File: config.mk
export PLATFORM = sky130hd
export DESIGN_NAME = report_claim_generator_unit
export DESIGN_NICKNAME = d
export VERILOG_FILES = /design/src/rtl/rcg_pkg.sv /design/src/rtl/report_claim_generator_unit.sv /design/src/rtl/rcg_csr.sv /design/src/rtl/rcg_in_reg.sv /design/src/rtl/rcg_claim_calc.sv /design/src/rtl/rcg_out_buf.sv
export SDC_FILE = /design/constraint.sdc
export NUM_CORES = 2
export LEC_CHECK = 0
export ABC_AREA = 1
export BUFFER_PORTS_ARGS = -buffer_cell sky130_fd_sc_hd__buf_2
export CAP_MARGIN = 20
export CORE_UTILIZATION = 30
export CTS_CLUSTER_DIAMETER = 100
export DETAILED_ROUTE_END_ITERATION = 12
export PLACE_DENSITY = 0.42
export RECOVER_POWER = 100
export SYNTH_ARGS = -nofsm -noshare
export SYNTH_HDL_FRONTEND = slang
export SYNTH_SLANG_ARGS = --single-unit
File: constraint.sdc
create_clock -name clock -period 14.14 [get_ports clock]
set_input_delay 4.242 -clock clock [delete_from_list [all_inputs] [get_ports clock]]
set_output_delay 4.242 -clock clock [all_outputs]
set_load 0.02 [all_outputs]
File: src/rtl/rcg_pkg.sv
// Package with the widths, codes and record types of the report claim generator.
`timescale 1ns / 1ps

package rcg_pkg;

   localparam int OFFSET_BITS = 48;
   localparam int UPPER_BITS  = OFFSET_BITS + 1;

   localparam int REQ_FIELD_W = 2 * OFFSET_BITS;
   localparam int REQ_DATA_W  = ((REQ_FIELD_W + 7) / 8) * 8;
   localparam int RSP_FIELD_W = 2 * OFFSET_BITS + 2 * UPPER_BITS;
   localparam int RSP_DATA_W  = ((RSP_FIELD_W + 7) / 8) * 8;

   localparam int CSR_INDEX_W = 2;
   localparam int CSR_DATA_W  = UPPER_BITS;

   typedef enum logic [CSR_INDEX_W-1:0] {
      REG_LOWER_LIMIT = 2'd0,
      REG_UPPER_BOUND = 2'd1,
      REG_AUTO_LOWER  = 2'd2,
      REG_AUTO_UPPER  = 2'd3
   } rcg_reg_type;

   typedef enum logic [1:0] {
      KIND_CLAIM     = 2'd0,
      KIND_CLOSE_OK  = 2'd1,
      KIND_CLOSE_BAD = 2'd2
   } rcg_kind_type;

   typedef struct packed {
      logic [OFFSET_BITS-1:0] lower_limit;
      logic [UPPER_BITS-1:0]  upper_bound;
      logic                   auto_lower;
      logic                   auto_upper;
   } rcg_cfg_type;

   typedef struct packed {
      logic [OFFSET_BITS-1:0] frag_begin;
      logic [OFFSET_BITS-1:0] frag_end;
      logic                   final_fragment;
   } rcg_frag_type;

   typedef struct packed {
      rcg_kind_type           record_kind;
      logic [OFFSET_BITS-1:0] claim_offset;
      logic [UPPER_BITS-1:0]  claim_length;
      logic [OFFSET_BITS-1:0] report_lower;
      logic [UPPER_BITS-1:0]  report_upper;
      logic                   last_of_report;
   } rcg_record_type;

   typedef struct packed {
      logic           claim_valid;
      rcg_record_type claim;
      logic           close_valid;
      rcg_record_type close;
   } rcg_result_type;

endpackage

File: src/rtl/report_claim_generator_unit.sv
// Top level of the report claim generator.
`timescale 1ns / 1ps

// Usage:
//   req_* carries fragments (begin/end offsets in tdata, tlast marks the final
//   fragment of a report). rsp_* carries records: reception claims (tuser =
//   claim) and, after the final fragment, one closing record with tlast high
//   and tuser giving valid or invalid bounds.
//   csr_* writes the bounds and the auto-lower / auto-upper modes; write only
//   while no request is in flight.
// Path: an accepted request passes the input register, then the result register,
//   before its first record reaches rsp.
// Throughput: one request per cycle while rsp_tready stays high and each gives
//   at most one record; a final fragment that gives both a claim and a closing
//   record holds the input while both sit in the two-slot result register.
// Reset: synchronous; clears pipeline valids and report state, bounds to 0,
//   both auto modes on.
// Stall: while rsp_tready is low the record holds; one more request still
//   enters the input register, then req_tready drops.

module report_claim_generator_unit (
   input  logic                            clock,
   input  logic                            reset,
   input  logic                            req_tvalid,
   output logic                            req_tready,
   input  logic [rcg_pkg::REQ_DATA_W-1:0]  req_tdata,  // frag_begin, frag_end
   input  logic                            req_tlast,
   output logic                            rsp_tvalid,
   input  logic                            rsp_tready,
   // claim_offset, claim_length, report_lower, report_upper, zero pad
   output logic [rcg_pkg::RSP_DATA_W-1:0]  rsp_tdata,
   output logic [1:0]                      rsp_tuser,  // record_kind
   output logic                            rsp_tlast,
   input  logic                            csr_wr_en,
   input  logic [rcg_pkg::CSR_INDEX_W-1:0] csr_index,
   input  logic [rcg_pkg::CSR_DATA_W-1:0]  csr_wdata
);
   import rcg_pkg::*;

   rcg_cfg_type    cfg;
   rcg_frag_type   frag;
   rcg_result_type result;
   rcg_record_type out_rec;
   logic           frag_valid, can_load, advance;

   assign advance = frag_valid && can_load;

   rcg_csr u_csr (
      .clock     (clock),
      .reset     (reset),
      .csr_wr_en (csr_wr_en),
      .csr_index (csr_index),
      .csr_wdata (csr_wdata),
      .cfg       (cfg)
   );

   rcg_in_reg u_in_reg (
      .clock      (clock),
      .reset      (reset),
      .req_tvalid (req_tvalid),
      .req_tready (req_tready),
      .req_tdata  (req_tdata),
      .req_tlast  (req_tlast),
      .advance    (advance),
      .frag_valid (frag_valid),
      .frag       (frag)
   );

   rcg_claim_calc u_calc (
      .clock   (clock),
      .reset   (reset),
      .advance (advance),
      .frag    (frag),
      .cfg     (cfg),
      .result  (result)
   );

   rcg_out_buf u_out_buf (
      .clock     (clock),
      .reset     (reset),
      .load      (advance),
      .result    (result),
      .can_load  (can_load),
      .out_valid (rsp_tvalid),
      .out_ready (rsp_tready),
      .out_rec   (out_rec)
   );

   assign rsp_tdata = RSP_DATA_W'({out_rec.report_upper, out_rec.report_lower,
                                   out_rec.claim_length, out_rec.claim_offset});
   assign rsp_tuser = out_rec.record_kind;
   assign rsp_tlast = out_rec.last_of_report;

endmodule

File: src/rtl/rcg_csr.sv
// Configuration registers of the report claim generator.
`timescale 1ns / 1ps

module rcg_csr (
   input  logic                            clock,
   input  logic                            reset,
   input  logic                            csr_wr_en,
   input  logic [rcg_pkg::CSR_INDEX_W-1:0] csr_index,
   input  logic [rcg_pkg::CSR_DATA_W-1:0]  csr_wdata,
   output rcg_pkg::rcg_cfg_type            cfg
);
   import rcg_pkg::*;

   rcg_cfg_type cfg_ff, cfg_in;

   always_comb begin
      cfg_in = cfg_ff;
      if (csr_wr_en) begin
         case (rcg_reg_type'(csr_index))
            REG_LOWER_LIMIT: cfg_in.lower_limit = csr_wdata[OFFSET_BITS-1:0];
            REG_UPPER_BOUND: cfg_in.upper_bound = csr_wdata[UPPER_BITS-1:0];
            REG_AUTO_LOWER:  cfg_in.auto_lower  = csr_wdata[0];
            REG_AUTO_UPPER:  cfg_in.auto_upper  = csr_wdata[0];
            default:         cfg_in = cfg_ff;
         endcase
      end
   end

   always_ff @(posedge clock) begin
      if (reset) begin
         cfg_ff.lower_limit <= '0;
         cfg_ff.upper_bound <= '0;
         cfg_ff.auto_lower  <= 1'b1;
         cfg_ff.auto_upper  <= 1'b1;
      end else begin
         cfg_ff <= cfg_in;
      end
   end

   assign cfg = cfg_ff;

endmodule

File: src/rtl/rcg_in_reg.sv
// Input register holding one accepted fragment request.
`timescale 1ns / 1ps

module rcg_in_reg (
   input  logic                           clock,
   input  logic                           reset,
   input  logic                           req_tvalid,
   output logic                           req_tready,
   input  logic [rcg_pkg::REQ_DATA_W-1:0] req_tdata,
   input  logic                           req_tlast,
   input  logic                           advance,
   output logic                           frag_valid,
   output rcg_pkg::rcg_frag_type          frag
);
   import rcg_pkg::*;

   logic         valid_ff, valid_in;
   rcg_frag_type frag_ff;
   logic         take;

   assign req_tready = !valid_ff || advance;
   assign take       = req_tvalid && req_tready;

   always_comb begin
      valid_in = valid_ff;
      if (take) begin
         valid_in = 1'b1;
      end else if (advance) begin
         valid_in = 1'b0;
      end
   end

   always_ff @(posedge clock) begin
      if (reset) begin
         valid_ff <= 1'b0;
      end else begin
         valid_ff <= valid_in;
      end
   end

   always_ff @(posedge clock) begin
      if (take) begin
         frag_ff.frag_begin     <= req_tdata[OFFSET_BITS-1:0];
         frag_ff.frag_end       <= req_tdata[2*OFFSET_BITS-1:OFFSET_BITS];
         frag_ff.final_fragment <= req_tlast;
      end
   end

   assign frag_valid = valid_ff;
   assign frag       = frag_ff;

endmodule

File: src/rtl/rcg_claim_calc.sv
// Report state and the clipping logic that turns one fragment into claim and closing records.
`timescale 1ns / 1ps

module rcg_claim_calc (
   input  logic                  clock,
   input  logic                  reset,
   input  logic                  advance,
   input  rcg_pkg::rcg_frag_type frag,
   input  rcg_pkg::rcg_cfg_type  cfg,
   output rcg_pkg::rcg_result_type result
);
   import rcg_pkg::*;

   logic                   first_seen_ff, first_seen_in;
   logic                   scope_ended_ff, scope_ended_in;
   logic [OFFSET_BITS-1:0] active_lower_ff, active_lower_in;
   logic [UPPER_BITS-1:0]  hep_ff, hep_in;

   logic                   first;
   logic [UPPER_BITS-1:0]  ep1, hep_prev, hep_new, up, lo_x, b_x, len_raw, room;
   logic [OFFSET_BITS-1:0] lo, b;
   logic                   scope_prev, invalid, scope_hit, claim_ok;

   always_comb begin
      first    = !first_seen_ff;
      ep1      = {1'b0, frag.frag_end} + UPPER_BITS'(1);
      lo       = first ? (cfg.auto_lower ? frag.frag_begin : cfg.lower_limit)
                       : active_lower_ff;
      hep_prev = first ? '0 : hep_ff;
      hep_new  = (ep1 > hep_prev) ? ep1 : hep_prev;
      up       = cfg.auto_upper ? hep_new : cfg.upper_bound;
      lo_x     = {1'b0, lo};
      invalid  = !(lo_x < up);
      scope_prev = first ? 1'b0 : scope_ended_ff;

      b        = (frag.frag_begin > lo) ? frag.frag_begin : lo;
      b_x      = {1'b0, b};
      len_raw  = ep1 - b_x;
      room     = up - b_x;

      // clipped begin at or past an explicit upper bound closes the scope
      scope_hit = !scope_prev && (ep1 > lo_x) && !cfg.auto_upper && (b_x >= up);
      claim_ok  = !scope_prev && (ep1 > lo_x) && !scope_hit && (ep1 > b_x) && (b_x < up);

      result.claim_valid          = claim_ok;
      result.claim.record_kind    = KIND_CLAIM;
      result.claim.claim_offset   = b - lo;
      result.claim.claim_length   = (len_raw > room) ? room : len_raw;
      result.claim.report_lower   = lo;
      result.claim.report_upper   = up;
      result.claim.last_of_report = 1'b0;

      result.close_valid          = frag.final_fragment;
      result.close.record_kind    = invalid ? KIND_CLOSE_BAD : KIND_CLOSE_OK;
      result.close.claim_offset   = '0;
      result.close.claim_length   = '0;
      result.close.report_lower   = lo;
      result.close.report_upper   = up;
      result.close.last_of_report = 1'b1;

      first_seen_in   = first_seen_ff;
      scope_ended_in  = scope_ended_ff;
      active_lower_in = active_lower_ff;
      hep_in          = hep_ff;
      if (advance) begin
         active_lower_in = lo;
         if (frag.final_fragment) begin
            first_seen_in  = 1'b0;
            scope_ended_in = 1'b0;
            hep_in         = '0;
         end else begin
            first_seen_in  = 1'b1;
            scope_ended_in = scope_prev || scope_hit;
            hep_in         = hep_new;
         end
      end
   end

   always_ff @(posedge clock) begin
      if (reset) begin
         first_seen_ff   <= 1'b0;
         scope_ended_ff  <= 1'b0;
         active_lower_ff <= '0;
         hep_ff          <= '0;
      end else begin
         first_seen_ff   <= first_seen_in;
         scope_ended_ff  <= scope_ended_in;
         active_lower_ff <= active_lower_in;
         hep_ff          <= hep_in;
      end
   end

endmodule

File: src/rtl/rcg_out_buf.sv
// Two-slot result register: claim slot drains before the closing slot.
`timescale 1ns / 1ps

module rcg_out_buf (
   input  logic                    clock,
   input  logic                    reset,
   input  logic                    load,
   input  rcg_pkg::rcg_result_type result,
   output logic                    can_load,
   output logic                    out_valid,
   input  logic                    out_ready,
   output rcg_pkg::rcg_record_type out_rec
);
   import rcg_pkg::*;

   logic           v0_ff, v0_in, v1_ff, v1_in;
   rcg_record_type r0_ff, r1_ff;
   logic           fire;

   assign out_valid = v0_ff || v1_ff;
   assign out_rec   = v0_ff ? r0_ff : r1_ff;
   assign fire      = out_valid && out_ready;
   // empty now, or one record left that leaves this cycle
   assign can_load  = (!v0_ff && !v1_ff) || (fire && (v0_ff != v1_ff));

   always_comb begin
      v0_in = v0_ff;
      v1_in = v1_ff;
      if (fire) begin
         if (v0_ff) begin
            v0_in = 1'b0;
         end else begin
            v1_in = 1'b0;
         end
      end
      if (load) begin
         v0_in = result.claim_valid;
         v1_in = result.close_valid;
      end
   end

   always_ff @(posedge clock) begin
      if (reset) begin
         v0_ff <= 1'b0;
         v1_ff <= 1'b0;
      end else begin
         v0_ff <= v0_in;
         v1_ff <= v1_in;
      end
   end

   always_ff @(posedge clock) begin
      if (load) begin
         r0_ff <= result.claim;
         r1_ff <= result.close;
      end
   end

endmodule

==> flow_metrics.tcl <==
set metrics [dict create \
    hold_start "u_calc.hep_ff[20]" \
    rrSetupSlack_ps 980 \
    ff2ff_path_depth 44 \
    die_x_um 352 \
    status "complete, but fails checks" \
    drtAntennaViolNets 0 \
    design_area_mm2 0.0419 \
    fin_crit_sh_pct 93.1 \
    cp_common_cell "nand2_1" \
    synthAdderAreaFrac_pct 12.9 \
    post_route_cells_drive_above_1_share_pct 7.00 \
    drt-total-wl_um 182000 \
    synth_commonest_cells "nand2_1 (1130), inv_1 (612), nor2_1 (469)" \
    hp-class "reg -> reg" \
    areaGrowthSynthToFinish_pct 14.1 \
    dp_cells 6811 \
    yosysTopAreaCellShare_pct 24.0 \
    cts_hold_buffers 0 \
    cp_slowest_cell "clkbuf_1" \
    setup_violations 0 \
    leakagePower_nw 19.0 \
    rows 127 \
    dieArea_mm2 0.124 \
    syn_inst 4983 \
    critPathMaxStageDelay_ps 1400 \
    synth_top_family_by_area "simple AND/OR/NAND/NOR gates" \
    yosysSeqAreaShare_pct 34.9 \
    ys_ff_latch 494 \
    grt_pass1_vias 33400 \
    fin_nets 5797 \
    synth-compound-area-share_pct 14.7 \
    start_util_pct 30.4 \
    period_needed_ps 13160 \
    slew_viol_final 750 \
    synthFlopType "edfxtp_1" \
    worstPathRequired_ps 14520 \
    synth_top_area_cell "edfxtp_1" \
    vdd_drop_max_uv 98.4 \
    hold_depth 2 \
    grt_overflow 0 \
    grt_max_degree 85 \
    holdPathEnd "u_calc.hep_ff[20]" \
    async_flop_share_pct 0 \
    clockBufferDepth 3 \
    viasPerCell 5.15 \
    grt_pass1_wl_um 250000 \
    gp_congestion 1.02 \
    cts_sinks 494 \
    synthTopCellsByArea "edfxtp_1 (24%), ha_1 (13%), nand2_1 (12%)" \
    synth_simple_gate_area_share_pct 23.5 \
    power_w 0.00717 \
    drcViolationCount 0 \
    wl_per_cell_um 26.2 \
    slew_headroom_pct -181 \
    stdcell_count 6933 \
    grtUsageTotal_pct 28.7 \
    fin_setup_tns_ps 0 \
    hpwl_um 150000 \
    synth_edf_count 293 \
    hold_viol 0 \
    endpoint_kind "register" \
    synth.distinct_cells 56 \
    clk_latency_ps 670 \
    core_area_mm2 0.121 \
    synth_xor_area_share_pct 3.72 \
    max_freq_mhz 76.0 \
    drtIter0Drc 3622 \
    synth.avg_cell_area_um2 7.37 \
    drt_first_pass_iters 6 \
    cts_root_buffer "clkbuf_16" \
    cts_max_level 3 \
    worstMarginPinSlew_ps 4210 \
    num_io_pins 358 \
    pre_cts_slack_ps 1960 \
    rsz0062_at_grt "false" \
    antenna_found_initial 10 \
    synth_most_common_cell "nand2_1" \
    port_buffers 351 \
    worst-setup-path-type "reg -> reg" \
    p_per_area_mw_per_mm2 171 \
    crit_arrival_ps 13550 \
    synth_area_mm2 0.0367 \
    setup_ws_ps 977 \
    cts-resized-gates 0 \
    fillers 13200 \
    clk_pin_slew_worst_paths_ps 60 \
    numCtsBuffers 67 \
    violations "max-capacitance violations, max-slew violations" \
    path_max_fanout 46 \
    post_cts_buffers 0 \
    clock_skew_ps 33.8 \
    fp.dieH_um 352 \
    cp-start-kind "register" \
    cts_tree "yes" \
    max-cap-violations 15 \
    place_area_mm2 0.0400 \
    synth_warnings 0 \
    vias 35700 \
    timing.rr.start "u_calc.first_seen_ff" \
    muxShareOfSynthArea_pct 0 \
    reg2reg_to "u_out_buf.r0_ff[101]" \
]
through the flow:
stage | hold slack [ps] | util [%]
2_1_floorplan | 445 | -
5_1_grt | 478 | 34.7
3_5_place_dp | 457 | 33.1
4_1_cts | 466 | 35.2
3_3_place_gp | 454 | 33.1
6_report | 467 | 34.7
routing by layer:
metal / up-vias / share of wire (%) / track usage (%)
met5: - / 0.0061 / 0
met4: 2 / 4.3 / 11.8
met3: 219 / 7.1 / 3.68
met2: 1416 / 42 / 42.9
met1: 17000 / 46 / 41.4
li1: 17100 / - / -
power breakdown:
group          switching [W]  total, W  internal [W]
Sequential          0.000102   0.00192       0.00182
Clock               0.000751   0.00191       0.00115
Combinational        0.00235   0.00335      0.000995
Total                0.00320   0.00717       0.00397
worst max path at each step:
| stage | cells after the start | endpoint | from |
|---|---|---|---|
| 3_5_place_dp | 54 | u_out_buf.r0_ff[101] | u_in_reg.frag[1] |
| 2_1_floorplan | 3 | u_out_buf.r0_ff[100] | rsp_tready |
| 6_report | 44 | u_out_buf.r0_ff[101] | u_calc.first_seen_ff |
| 3_3_place_gp | 48 | u_out_buf.r0_ff[100] | u_in_reg.frag[1] |
| 4_1_cts | 54 | u_out_buf.r0_ff[101] | u_in_reg.frag[1] |
| 5_1_grt | 9 | u_calc.active_lower_ff[8] | rsp_tready |
cell usage in the layout, fill, tap and decap left out, drive strengths merged, types with 22 or more instances in the layout:
cell type / count
xor2: 113
buf: 187
clkinv: 22
nand4: 56
o21ai: 492
nor4: 23
nor2: 479
xnor2: 43
inv: 636
edfxtp: 293
nand2: 1139
or2: 48
a31oi: 34
dfxtp: 201
ha: 373
nand3: 238
clkbuf: 340
nor3: 50
a21oi: 383
area by class of cell:
type	count	area (µm²)	area share, %
antenna	3	7.51	0.0179
multi-input combinational	3618	20200	48.2
tap	1612	2020	4.82
clock buffer	72	1730	4.12
timing repair buffer	455	2040	4.88
inverter	632	2380	5.68
clock inverter	47	707	1.69
sequential	494	12800	30.6
kinds of logic (layout without fill, tap and decap cells):
logic type,after synthesis,after routing
and+or+nand+nor,2067,2067
AOI/OAI and AO/OA,1013,1013
buffers and inverters,876,1206
DFF,494,494
adders and majority gates,376,376
xor gates and xnor gates,156,156
other,1,9
state kept, by name, summed over array words and instances (netlist names):
signal / count
u_out_buf.v0_ff: 1
u_calc.scope_ended_ff: 1
u_calc.hep_ff: 49
u_in_reg.frag_valid: 1
u_out_buf.r0_ff: 97
u_out_buf.v1_ff: 1
u_csr.cfg: 99
u_calc.active_lower_ff: 48
u_calc.first_seen_ff: 1
u_in_reg.frag: 97
u_out_buf.r1_ff: 99
critical path: cells and delay by family, from the launching register on:
family,cells,cell delay (ps)
simple gates,26,4550
buf+inv,10,5270
flops,1,310
fa+ha+maj,3,1190
compound gates,5,1420
Power figures use the tool's default switching activity.
